<file path="config.mk">
export PLATFORM = sky130hd
export DESIGN_NAME = software_timer_table_core
export DESIGN_NICKNAME = d
export VERILOG_FILES = /design/src/hw/rtl/stt_pkg.sv /design/src/hw/rtl/software_timer_table_core.sv /design/src/hw/rtl/stt_ram.sv /design/src/hw/rtl/stt_ctrl.sv /design/src/hw/rtl/stt_datapath.sv
export VERILOG_INCLUDE_DIRS = /design/src /design/src/hw/rtl
export SDC_FILE = /design/constraint.sdc
export NUM_CORES = 2
export LEC_CHECK = 0
export BUFFER_PORTS_ARGS = -buffer_cell sky130_fd_sc_hd__buf_2
export CAP_MARGIN = 15
export CORE_MARGIN = 3
export CORE_UTILIZATION = 60
export CTS_BUF_LIST = sky130_fd_sc_hd__clkbuf_16
export DETAILED_ROUTE_END_ITERATION = 8
export PLACE_DENSITY = 0.77
export SLEW_MARGIN = 20
export SYNTH_ARGS = -nofsm -noshare
export SYNTH_HDL_FRONTEND = slang
export SYNTH_SLANG_ARGS = --single-unit
</file>
<file path="constraint.sdc">
create_clock -name clk -period 8.6 [get_ports clk]
set_clock_uncertainty 0.05 [all_clocks]
set_input_delay 1.72 -clock clk [delete_from_list [all_inputs] [get_ports clk]]
set_output_delay 1.72 -clock clk [all_outputs]
set_load 0.01 [all_outputs]
</file>
<file path="src/hw/rtl/software_timer_table_core_macros.svh">
// assertion macros used by the timer table datapath
// expects clk and arst_n in scope at the point of use
`ifndef SOFTWARE_TIMER_TABLE_CORE_MACROS_SVH
`define SOFTWARE_TIMER_TABLE_CORE_MACROS_SVH
`ifndef SYNTHESIS
`define STT_ASSERT(label, prop, msg) \
	label: assert property (@(posedge clk) disable iff (!arst_n) prop) else $error(msg);
`define STT_NEVER(label, expr, msg) \
	`STT_ASSERT(label, !(expr), msg)
`else
`define STT_ASSERT(label, prop, msg)
`define STT_NEVER(label, expr, msg)
`endif
`endif

</file>
<file path="src/hw/rtl/stt_pkg.sv">
// shared types and constants for the software timer table
// no dependencies
package stt_pkg;

	localparam int TIMER_COUNT = 16;
	localparam int SLOT_W      = (TIMER_COUNT > 1) ? $clog2(TIMER_COUNT) : 1;

	localparam int IDX_W  = 4;
	localparam int KIND_W = 2;
	localparam int TIME_W = 32;
	localparam int TAG_W  = 8;
	localparam int ARG_W  = 32;
	localparam int PRIO_W = 8;

	// slot record: kind, period, handler tag, handler word
	localparam int REC_W = KIND_W + TIME_W + TAG_W + ARG_W;

	localparam int IN_TDATA_W  = 112;
	localparam int OUT_TDATA_W = 56;

	typedef enum logic [1:0] {
		OP_START = 2'd0,
		OP_STOP  = 2'd1,
		OP_RESET = 2'd2,
		OP_TICK  = 2'd3
	} opcode_t;

	typedef enum logic [1:0] {
		RES_CMD       = 2'd0,
		RES_FIRE      = 2'd1,
		RES_TICK_DONE = 2'd2
	} result_kind_t;

	localparam logic [KIND_W-1:0] TT_ONESHOT          = 2'd0;
	localparam logic [KIND_W-1:0] TT_PERIODIC_DEFERRED = 2'd1;

	typedef struct packed {
		logic in_ready;
		logic in_take;
		logic scan_clear;
		logic scan_next;
		logic do_cmd;
		logic do_fire;
		logic do_done;
	} ctrl_cmd_t;

	typedef struct packed {
		logic slot_active;
		logic fire_hit;
		logic scan_last;
		logic out_free;
	} dp_status_t;

endpackage

</file>
<file path="src/hw/rtl/software_timer_table_core.sv">
// top level of the software timer table: stream ports, controller, datapath
// depends on stt_pkg, stt_ctrl and stt_datapath
//
// Commands enter on the s_axis channel (tuser = opcode) and results leave on
// m_axis (tuser = result kind, tlast = final result of the command).
// start, stop and reset each give one result, loaded into the output register
// once it is free after the command is accepted. A tick walks all slots in
// index order: an inactive slot is skipped without a read, an armed slot is
// read from the slot rams (registered read port) and then compared, and a
// tick done result follows the last slot. The scan steps one slot at a time
// over the single read port of each slot ram.
// One command is worked at a time; s_axis_tready is high only while idle,
// and the next command may be taken while the last result still waits.
// If the receiver stalls, the result is held in the output register and the
// scan waits on it. Reset clears all active marks, the deferred priority
// register and the output valid flag. The cfg channel (always ready) writes
// the deferred priority and is meant to be used while the block is idle.
module software_timer_table_core
	import stt_pkg::*;
(
	input  logic                   clk,
	input  logic                   arst_n,
	input  logic                   s_axis_tvalid,
	output logic                   s_axis_tready,
	// timer_index, timer_type, interval_ms, now_ms, handler_id, handler_arg
	input  logic [IN_TDATA_W-1:0]  s_axis_tdata,
	// opcode
	input  logic [1:0]             s_axis_tuser,
	output logic                   m_axis_tvalid,
	input  logic                   m_axis_tready,
	// fired_index, immediate, status, fired_handler, fired_arg, task_priority
	output logic [OUT_TDATA_W-1:0] m_axis_tdata,
	// result_kind
	output logic [1:0]             m_axis_tuser,
	output logic                   m_axis_tlast,
	input  logic                   cfg_valid,
	output logic                   cfg_ready,
	input  logic [PRIO_W-1:0]      cfg_data
);

	ctrl_cmd_t    cmd;
	dp_status_t   status;
	result_kind_t res_kind;
	logic [IDX_W-1:0]  res_idx;
	logic              res_imm;
	logic              res_status;
	logic [TAG_W-1:0]  res_handler;
	logic [ARG_W-1:0]  res_arg;
	logic [PRIO_W-1:0] res_prio;

	assign cfg_ready     = 1'b1;
	assign s_axis_tready = cmd.in_ready;

	stt_ctrl u_ctrl (
		.clk      (clk),
		.arst_n   (arst_n),
		.in_valid (s_axis_tvalid),
		.in_op    (opcode_t'(s_axis_tuser)),
		.status   (status),
		.cmd      (cmd)
	);

	stt_datapath u_dp (
		.clk               (clk),
		.arst_n            (arst_n),
		.cmd               (cmd),
		.status            (status),
		.in_opcode         (s_axis_tuser),
		.in_timer_index    (s_axis_tdata[3:0]),
		.in_timer_type     (s_axis_tdata[5:4]),
		.in_interval_ms    (s_axis_tdata[37:6]),
		.in_now_ms         (s_axis_tdata[69:38]),
		.in_handler_id     (s_axis_tdata[77:70]),
		.in_handler_arg    (s_axis_tdata[109:78]),
		.cfg_valid         (cfg_valid),
		.cfg_data          (cfg_data),
		.m_ready           (m_axis_tready),
		.out_valid         (m_axis_tvalid),
		.out_result_kind   (res_kind),
		.out_fired_index   (res_idx),
		.out_immediate     (res_imm),
		.out_status        (res_status),
		.out_fired_handler (res_handler),
		.out_fired_arg     (res_arg),
		.out_task_priority (res_prio),
		.out_last          (m_axis_tlast)
	);

	assign m_axis_tuser = res_kind;
	assign m_axis_tdata = {2'b00, res_prio, res_arg, res_handler, res_status, res_imm, res_idx};

endmodule

</file>
<file path="src/hw/rtl/stt_ram.sv">
// generic single write port ram with one registered read port
// no dependencies
module stt_ram #(
	parameter int WIDTH = 32,
	parameter int DEPTH = 16
) (
	input  logic                                        clk,
	input  logic                                        we,
	input  logic [((DEPTH > 1) ? $clog2(DEPTH) : 1)-1:0] waddr,
	input  logic [WIDTH-1:0]                            wdata,
	input  logic [((DEPTH > 1) ? $clog2(DEPTH) : 1)-1:0] raddr,
	output logic [WIDTH-1:0]                            rdata
);

	logic [WIDTH-1:0] mem_q [DEPTH];

	always_ff @(posedge clk) begin
		if (we) begin
			mem_q[waddr] <= wdata;
		end
		rdata <= mem_q[raddr];
	end

endmodule

</file>
<file path="src/hw/rtl/stt_ctrl.sv">
// sequencer for the timer table: commands, slot scan on tick, tick done
// depends on stt_pkg
module stt_ctrl
	import stt_pkg::*;
(
	input  logic       clk,
	input  logic       arst_n,
	input  logic       in_valid,
	input  opcode_t    in_op,
	input  dp_status_t status,
	output ctrl_cmd_t  cmd
);

	typedef enum logic [2:0] {
		ST_IDLE,
		ST_CMD,
		ST_READ,
		ST_EVAL,
		ST_DONE
	} state_t;

	state_t state_q;
	logic   advance;

	assign advance = !status.fire_hit || status.out_free;

	always_comb begin
		cmd            = '0;
		cmd.in_ready   = (state_q == ST_IDLE);
		cmd.in_take    = cmd.in_ready && in_valid;
		cmd.scan_clear = cmd.in_take;
		unique case (state_q)
			ST_IDLE: ;
			ST_CMD: cmd.do_cmd = status.out_free;
			// inactive slots are skipped without a read
			ST_READ: cmd.scan_next = !status.slot_active && !status.scan_last;
			ST_EVAL: begin
				cmd.do_fire   = status.fire_hit && status.out_free;
				cmd.scan_next = advance && !status.scan_last;
			end
			ST_DONE: cmd.do_done = status.out_free;
		endcase
	end

	always_ff @(posedge clk or negedge arst_n) begin
		if (!arst_n) begin
			state_q <= ST_IDLE;
		end else begin
			unique case (state_q)
				ST_IDLE: begin
					if (cmd.in_take) begin
						state_q <= (in_op == OP_TICK) ? ST_READ : ST_CMD;
					end
				end
				ST_CMD: begin
					if (status.out_free) state_q <= ST_IDLE;
				end
				ST_READ: begin
					if (status.slot_active) state_q <= ST_EVAL;
					else if (status.scan_last) state_q <= ST_DONE;
				end
				ST_EVAL: begin
					if (advance) state_q <= status.scan_last ? ST_DONE : ST_READ;
				end
				ST_DONE: begin
					if (status.out_free) state_q <= ST_IDLE;
				end
			endcase
		end
	end

endmodule

</file>
<file path="src/hw/rtl/stt_datapath.sv">
// timer table datapath: input and config registers, active bits, slot rams,
// expiry compare, scan counter and output register
// depends on stt_pkg, stt_ram and the assertion macro header
`include "software_timer_table_core_macros.svh"

module stt_datapath
	import stt_pkg::*;
(
	input  logic              clk,
	input  logic              arst_n,
	input  ctrl_cmd_t         cmd,
	output dp_status_t        status,
	input  logic [1:0]        in_opcode,
	input  logic [IDX_W-1:0]  in_timer_index,
	input  logic [KIND_W-1:0] in_timer_type,
	input  logic [TIME_W-1:0] in_interval_ms,
	input  logic [TIME_W-1:0] in_now_ms,
	input  logic [TAG_W-1:0]  in_handler_id,
	input  logic [ARG_W-1:0]  in_handler_arg,
	input  logic              cfg_valid,
	input  logic [PRIO_W-1:0] cfg_data,
	input  logic              m_ready,
	output logic              out_valid,
	output result_kind_t      out_result_kind,
	output logic [IDX_W-1:0]  out_fired_index,
	output logic              out_immediate,
	output logic              out_status,
	output logic [TAG_W-1:0]  out_fired_handler,
	output logic [ARG_W-1:0]  out_fired_arg,
	output logic [PRIO_W-1:0] out_task_priority,
	output logic              out_last
);

	// latched transaction
	opcode_t           op_q;
	logic [IDX_W-1:0]  idx_q;
	logic [KIND_W-1:0] typ_q;
	logic [TIME_W-1:0] intv_q;
	logic [TIME_W-1:0] now_q;
	logic [TAG_W-1:0]  hid_q;
	logic [ARG_W-1:0]  harg_q;

	logic [PRIO_W-1:0]      prio_q;
	logic [TIMER_COUNT-1:0] active_q;
	logic [SLOT_W-1:0]      scan_q;

	logic              out_valid_q;
	result_kind_t      out_kind_q;
	logic [IDX_W-1:0]  out_idx_q;
	logic              out_imm_q;
	logic              out_status_q;
	logic [TAG_W-1:0]  out_handler_q;
	logic [ARG_W-1:0]  out_arg_q;
	logic [PRIO_W-1:0] out_prio_q;
	logic              out_last_q;

	logic [SLOT_W-1:0] cmd_slot;
	logic              idx_ok;
	logic              cmd_found;

	logic              rec_we;
	logic [REC_W-1:0]  rec_wdata;
	logic [REC_W-1:0]  rec_rd;
	logic              st_we;
	logic [SLOT_W-1:0] st_waddr;
	logic [TIME_W-1:0] st_wdata;
	logic [TIME_W-1:0] start_rd;

	logic [KIND_W-1:0] kind_rd;
	logic [TIME_W-1:0] period_rd;
	logic [TAG_W-1:0]  tag_rd;
	logic [ARG_W-1:0]  word_rd;
	logic [TIME_W-1:0] elapsed;
	logic [TIME_W-1:0] next_start;
	logic              fire_deferred;
	logic              oneshot_fire;
	logic              load;

	assign idx_ok    = (32'(idx_q) < 32'(TIMER_COUNT));
	assign cmd_slot  = SLOT_W'(idx_q);
	assign cmd_found = idx_ok && active_q[cmd_slot];

	assign {kind_rd, period_rd, tag_rd, word_rd} = rec_rd;
	assign rec_wdata = {typ_q, intv_q, hid_q, harg_q};

	// wrapping elapsed time against the interval
	assign elapsed       = now_q - start_rd;
	assign next_start    = start_rd + period_rd;
	assign fire_deferred = (kind_rd == TT_ONESHOT) || (kind_rd == TT_PERIODIC_DEFERRED);
	assign oneshot_fire  = cmd.do_fire && (kind_rd == TT_ONESHOT);

	assign status.slot_active = active_q[scan_q];
	assign status.fire_hit    = (elapsed >= period_rd);
	assign status.scan_last   = (scan_q == SLOT_W'(TIMER_COUNT - 1));
	assign status.out_free    = !out_valid_q || m_ready;

	assign load = cmd.do_cmd || cmd.do_fire || cmd.do_done;

	always_comb begin
		rec_we   = 1'b0;
		st_we    = 1'b0;
		st_waddr = scan_q;
		st_wdata = next_start;
		if (cmd.do_cmd) begin
			case (op_q)
				OP_START: begin
					rec_we   = idx_ok;
					st_we    = idx_ok;
					st_waddr = cmd_slot;
					st_wdata = now_q;
				end
				OP_RESET: begin
					st_we    = cmd_found;
					st_waddr = cmd_slot;
					st_wdata = now_q;
				end
				default: ;
			endcase
		end else if (cmd.do_fire) begin
			st_we = (kind_rd != TT_ONESHOT);
		end
	end

	stt_ram #(
		.WIDTH (REC_W),
		.DEPTH (TIMER_COUNT)
	) u_rec_ram (
		.clk   (clk),
		.we    (rec_we),
		.waddr (cmd_slot),
		.wdata (rec_wdata),
		.raddr (scan_q),
		.rdata (rec_rd)
	);

	stt_ram #(
		.WIDTH (TIME_W),
		.DEPTH (TIMER_COUNT)
	) u_start_ram (
		.clk   (clk),
		.we    (st_we),
		.waddr (st_waddr),
		.wdata (st_wdata),
		.raddr (scan_q),
		.rdata (start_rd)
	);

	always_ff @(posedge clk) begin
		if (cmd.in_take) begin
			op_q   <= opcode_t'(in_opcode);
			idx_q  <= in_timer_index;
			typ_q  <= in_timer_type;
			intv_q <= in_interval_ms;
			now_q  <= in_now_ms;
			hid_q  <= in_handler_id;
			harg_q <= in_handler_arg;
		end
	end

	always_ff @(posedge clk or negedge arst_n) begin
		if (!arst_n) begin
			prio_q   <= '0;
			active_q <= '0;
			scan_q   <= '0;
		end else begin
			if (cfg_valid) prio_q <= cfg_data;
			if (cmd.scan_clear) scan_q <= '0;
			else if (cmd.scan_next) scan_q <= scan_q + 1'b1;
			if (cmd.do_cmd) begin
				if (op_q == OP_START && idx_ok) active_q[cmd_slot] <= 1'b1;
				else if (op_q == OP_STOP && cmd_found) active_q[cmd_slot] <= 1'b0;
			end else if (cmd.do_fire && kind_rd == TT_ONESHOT) begin
				active_q[scan_q] <= 1'b0;
			end
		end
	end

	always_ff @(posedge clk or negedge arst_n) begin
		if (!arst_n) begin
			out_valid_q <= 1'b0;
		end else if (load) begin
			out_valid_q <= 1'b1;
		end else if (m_ready) begin
			out_valid_q <= 1'b0;
		end
	end

	always_ff @(posedge clk) begin
		if (cmd.do_cmd) begin
			out_kind_q    <= RES_CMD;
			out_idx_q     <= idx_q;
			out_imm_q     <= 1'b0;
			out_status_q  <= (op_q == OP_START) ? !idx_ok : !cmd_found;
			out_handler_q <= '0;
			out_arg_q     <= '0;
			out_prio_q    <= '0;
			out_last_q    <= 1'b1;
		end else if (cmd.do_fire) begin
			out_kind_q    <= RES_FIRE;
			out_idx_q     <= IDX_W'(scan_q);
			out_imm_q     <= !fire_deferred;
			out_status_q  <= 1'b0;
			out_handler_q <= tag_rd;
			out_arg_q     <= word_rd;
			out_prio_q    <= fire_deferred ? prio_q : '0;
			out_last_q    <= 1'b0;
		end else if (cmd.do_done) begin
			out_kind_q    <= RES_TICK_DONE;
			out_idx_q     <= '0;
			out_imm_q     <= 1'b0;
			out_status_q  <= 1'b0;
			out_handler_q <= '0;
			out_arg_q     <= '0;
			out_prio_q    <= '0;
			out_last_q    <= 1'b1;
		end
	end

	assign out_valid         = out_valid_q;
	assign out_result_kind   = out_kind_q;
	assign out_fired_index   = out_idx_q;
	assign out_immediate     = out_imm_q;
	assign out_status        = out_status_q;
	assign out_fired_handler = out_handler_q;
	assign out_fired_arg     = out_arg_q;
	assign out_task_priority = out_prio_q;
	assign out_last          = out_last_q;

	`STT_NEVER(a_no_overwrite, load && out_valid_q && !m_ready, "result register overwritten")
	`STT_ASSERT(a_single_load, $onehot0({cmd.do_cmd, cmd.do_fire, cmd.do_done}), "two loads")
	`STT_ASSERT(a_oneshot_clears, oneshot_fire |=> !active_q[$past(scan_q)], "one-shot armed")
	`STT_NEVER(a_fire_not_last, out_valid_q && out_kind_q == RES_FIRE && out_last_q, "fire last")

endmodule
</file>
# Word level (Yosys, flattened, before mapping)
# Memories as Yosys holds them, arrays and structs flattened. A register that Yosys moved wholly into a read port is not among the register bits.
# Index checks and enable logic that the tools add are counted.
# word_totals
ff_bits	201
latchBits	0
ramBits	1696
mem_bits_ro	0
memories	2
# mem_list
memory	words	width	rd	rd_clocked_by_memory_dff	wr	line_no	rtl
u_dp.u_rec_ram.mem_q	16	74	1	1	1	stt_ram.sv:15	logic [WIDTH-1:0] mem_q [DEPTH];
u_dp.u_start_ram.mem_q	16	32	1	1	1	stt_ram.sv:15	
# classes
addsub	3
multipliers	0
div	0
magnitude_cmp	5
eq_ne	14
n_shift	0
n_mux	59
bitwise_logic	5
n_reduce_logical	33
# op_table
cell	count
$mux 32	4
$mux 16	4
$add 32x32->32	1
$and 16x16->16	2
$ge 32x32->1	1
$mux 8	4
$not 16->16	2
$sub 32x32->32	1
$mux 4	7
$mux 1	26
$mux 3	6
$or 16x16->16	1
$pmux 3 s4	1
$lt 4x5->1 const B	2
$reduce_bool 2->1	5
$bmux 1 s4	2
$demux 1 s4	2
$ge 4x1->1 const B	2
$logic_and 1x1->1	8
$eq 3x2->1 const B	2
$logic_not 1->1	6
$ne 2x1->1 const B	3
$reduce_or 2->1	3
$logic_or 1x1->1	5
15 further kinds	19

# Longest topological paths before layout
# depth
word_depth	9
ltp_mapped	24
ltp_nobuf	23

# Hierarchy
# Synthesis repeated with hierarchy kept, for this count alone.
# unflattened
cells_unflattened	3899
area_unflattened_um2	77461.8
# by_module_without_submodules
mod	n_inst	cells_per_inst	area_each_um2	seq_area_each_um2
stt_ram at u_dp.u_rec_ram	1	1901	45753.9	37035.5
stt_ram at u_dp.u_start_ram	1	838	19854.0	16015.4
stt_datapath	1	1116	11538.6	5280.1
stt_ctrl	1	37	270.3	75.1
software_timer_table_core	1	7	45.0	0.0

# Worst setup path before layout
# OpenSTA, ideal clock, no wires.
# synth_path
path_type	input -> register
startpoint	in m_axis_tready
endpoint	mem u_dp.u_rec_ram.mem_q[7][0] (netlist name), enable pin
setup_time_ns	0.509
t_arrival_ns	5.831
required_time_ns	8.041
path_slack_ns	2.210
stages	6
cell_sequence	nor2b_1 > nor4_2 > nand2b_1 > nor2_1 > nand3_1 > nor2_1
# synth_via
elab_chain_len	5
# synth_rtl
item	line_no	rtl
start: declaration	software_timer_table_core.sv:30	input logic m_axis_tready,
$logic_or 1x1->1	stt_datapath.sv:95	assign status.out_free = !out_valid_q || m_ready;
$mux 1	stt_ctrl.sv:32	unique case (state_q)
$mux 1	stt_datapath.sv:104	if (cmd.do_cmd) begin
$mux 1	stt_ram.sv:18	if (we) begin
$mux 1 (implied by the code)	stt_ram.sv:19	mem_q[waddr] <= wdata;
end: declaration	stt_ram.sv:15	
# Every way passes these cells.

# Worst setup path after layout
# layout_path
startpoint	reg u_dp.now_q[0]
endpoint	mem u_dp.u_start_ram.mem_q[12][29] (netlist: u_dp.u_start_ram.mem_q[3][29]), enable pin
# layout_via
elab_chain_len	8
# layout_rtl
item	line_no	rtl
start: declaration	stt_datapath.sv:39	logic [TIME_W-1:0] now_q;
start signal: assignment	stt_datapath.sv:154	now_q <= in_now_ms;
$sub 32x32->32	stt_datapath.sv:87	assign elapsed = now_q - start_rd;
$ge 32x32->1	stt_datapath.sv:93	assign status.fire_hit = (elapsed >= period_rd);
$logic_and 1x1->1	stt_ctrl.sv:38	cmd.do_fire = status.fire_hit && status.out_free;
$mux 1	stt_ctrl.sv:32	
$mux 1	stt_datapath.sv:119	end else if (cmd.do_fire) begin
$mux 1	stt_datapath.sv:104	
$mux 1	stt_ram.sv:18	
$mux 1 (implied by the code)	stt_ram.sv:19	
end: declaration	stt_ram.sv:15	
# Every way passes these cells.

==> results.json <==
{
  "status": "finished, final reports clean",
  "cap_viol_max_count": 0,
  "nNetsFinal": 4198,
  "post-cts-setup-buffer-count": 0,
  "ys_types": 64,
  "clock.fmax_mhz": 139.7,
  "slew_violations": 0,
  "dp.final_hpwl_mm": 93.76,
  "ys.flop_type": "edfxtp_1",
  "syn2layout_area_growth_pct": 12.69,
  "worst_ir_drop_vdd_uv": 282.9,
  "critPathMaxFanout": 19,
  "dieArea_um2": 133300,
  "clockRootBuffer": "clkbuf_16",
  "path_clk_slew_ns": 0.06,
  "tightest_slew_ns": 1.197,
  "critPathArrivalTime_ns": 7.58,
  "nFillCells": 7727,
  "syn_area_um2": 77350,
  "core_area_um2": 127800,
  "setup_tns_ns": 0,
  "ctsHoldBuffers": 0,
  "antenna_found_initial": 6,
  "htreeDepth": 4,
  "drt_iter0_drc": 4406,
  "synth_edf_count": 1813,
  "p_total_w": 0.03007,
  "yosys_warnings": 0,
  "synth-seq-area-share_pct": 75.51,
  "place_congestion": 0.8613,
  "setup_viol": 0,
  "drive_gt1_share_pct": 27.72,
  "avgSynthCellArea_um2": 21.01,
  "clk_latency_ns": 0.83,
  "grt_pass1_wl_mm": 264.2,
  "synthArstFlopShare_pct": 1.598,
  "hp-class": "flop to flop",
  "period_share_pct": 83.24,
  "relSlewSlack_pct": 19.85,
  "syn_inst": 3681,
  "post_cts_resized": 0,
  "drc_errors": 0,
  "grt_max_degree": 161,
  "rows": 131,
  "min_period_ns": 7.159,
  "port_buffers": 183,
  "cts_tree": "built",
  "first_pass_iters": 7,
  "clock-sinks": 2003,
  "viasPerCell": 6.617,
  "clockBufferDepth": 3,
  "rsz0062_at_grt": "false",
  "overflow": 0,
  "worstSetupStartpointType": "flop",
  "power.leakage_nw": 28.45,
  "start_util_pct": 60.50,
  "synth-seq-cells": 2003,
  "die_x_um": 365.1,
  "path_class": "flop to flop",
  "ant_nets": 0,
  "wl_per_cell_um": 30.96,
  "dr_total_vias": 38360,
  "hold_viol_final": 0,
  "grt_pass1_vias": 39430,
  "grt_usage_pct": 27.53,
  "powerDensity_nw_per_um2": 344.9,
  "numCtsBuffers": 190,
  "chipHeight_um": 365.1,
  "routed_wl_mm": 179.5,
  "endpoint_kind": "flop",
  "io_pins": 189,
  "required_ns": 9.02
}
## metrics by stage
stage	hold WS, ns	cell area [um2]	setup slack [ns]	cells	utilization [%]
CTS	0.3808	87050	1.428	5795	68.09
finish	0.3750	87170	1.441	5798	68.18
global placement	0.3573	80490	1.479	5421	62.96
detailed placement	0.3688	80880	1.485	5440	63.26
global route	0.4139	87160	0.9635	5796	68.18
floorplan	0.3514	77360	2.210	3682	-
## synthesized netlist by cell type (13+ instances only)
cell type | number | share of area [%]
a211oi_1 | 13 | 0.13
a21o_1 | 63 | 0.61
a21oi_1 | 70 | 0.45
buf_1 | 33 | 0.16
buf_2 | 39 | 0.25
clkbuf_1 | 93 | 0.45
dfrtp_1 | 32 | 1.0
dfxtp_1 | 158 | 4.1
edfxtp_1 | 1813 | 70
ha_1 | 98 | 1.6
inv_1 | 78 | 0.38
mux4_2 | 536 | 16
nand2_1 | 164 | 0.80
nand2b_1 | 19 | 0.15
nand3_1 | 29 | 0.19
nand4_1 | 13 | 0.11
nor2_1 | 92 | 0.45
nor3_1 | 17 | 0.11
o21ai_0 | 104 | 0.67
o31ai_1 | 18 | 0.17
xnor2_1 | 31 | 0.35
xor2_1 | 26 | 0.29
## cell families after synthesis
| kind of cell | Yosys count | share of synthesized area (%) |
|---|---|---|
| multiplexers | 550 | 15.88 |
| flip-flops | 2003 | 75.51 |
| AND/OR/NAND/NOR | 381 | 2.226 |
| buffers and inverters | 250 | 1.320 |
| other | 2 | 0.009709 |
| XOR/XNOR | 57 | 0.6454 |
| adder cells (fa/ha/maj) | 100 | 1.637 |
| AO/OA/AOI/OAI | 338 | 2.771 |
## registers in the layout (all words and copies together), names as in the netlist, 2 cells and up, named ones only
name                    cells
u_dp.u_rec_ram.mem_q     1184
u_dp.u_start_ram.mem_q    512
u_dp.u_rec_ram.rdata       74
u_dp.harg_q                32
u_dp.intv_q                32
u_dp.now_q                 32
u_dp.out_fired_arg         32
u_dp.u_start_ram.rdata     32
u_dp.hid_q                  8
u_dp.out_fired_handler      8
u_dp.out_task_priority      8
u_dp.prio_q                 8
u_dp.cmd_slot               4
u_dp.out_fired_index        4
u_dp.scan_q                 4
u_ctrl.state_q              3
u_dp.op_q                   2
u_dp.out_result_kind        2
u_dp.typ_q                  2
## power breakdown
group	leakage (nW)	total (W)	switching, W	internal (W)
Sequential	18.1	0.0138	0.000791	0.0130
Combinational	7.20	0.00804	0.00473	0.00331
Clock	3.18	0.00822	0.00360	0.00462
## layer usage
metal	GRT usage, %	vias to the layer above	wire length (um)
met2	44.47	2183	89530
met1	37.88	20060	67270
met5	0	-	17
li1	-	15740	-
met4	9.557	4	5935
met3	6.094	378	16760
## critical path, cell delays in order, from the launching register on
cell and delay, ns:
edfxtp_1 0.35, inv_1 0.09, ha_1 0.16, inv_1 0.05, fa_1 0.41, a211oi_1 0.34, o211ai_1 0.19, a41oi_1 0.43
o22ai_1 0.25, a211oi_1 0.48, o21ai_1 0.17, a31oi_1 0.24, xnor2_1 0.10, ha_1 0.27, nand4_1 0.12, nor3_1 0.35
nand2_1 0.08, a21oi_1 0.13, a221oi_1 0.18, a211oi_4 0.52, o21ai_0 0.29, o22a_1 0.45, nor2_4 0.71, buf_4 0.38
## layout make-up
cell class	count	area (um2)	share of cell area (%)
inverters	78	292.8	0.3359
flip-flops and latches	2003	58420	67.02
clock inverters	163	1369	1.570
multi-input cells	1429	18280	20.97
well taps	1662	2079	2.386
repair buffers	269	1913	2.195
clock buffers	192	4805	5.512
diodes	2	5.005	0.005742
## worst paths after layout
kind,depth (start not counted),endpoint,startpoint,slack (ns)
max,23,u_dp.u_start_ram.mem_q[3][29],u_dp.now_q[0],1.44
min,2,u_dp.out_fired_handler[5],u_dp.u_rec_ram.rdata[37],0.38
min in group asynchronous,1,u_dp.prio_q[7],arst_n,0.85
max in group asynchronous,1,u_dp.scan_q[3],arst_n,7.19
max reg2reg,23,u_dp.u_start_ram.mem_q[3][29],u_dp.now_q[0],1.44
min reg2reg,2,u_dp.out_fired_handler[5],u_dp.u_rec_ram.rdata[37],0.38
## layout by cell type, fill, tap and decap left out, types with 58 or more instances in the layout
cell	n
a21o_1	63
a21oi_1	58
buf_2	182
buf_4	59
clkbuf_16	192
dfxtp_1	158
edfxtp_1	1813
ha_1	98
inv_1	124
mux4_2	536
nand2_1	163
nor2_1	59
o21ai_0	101
No activity file was read; power rests on OpenSTA's default activity.
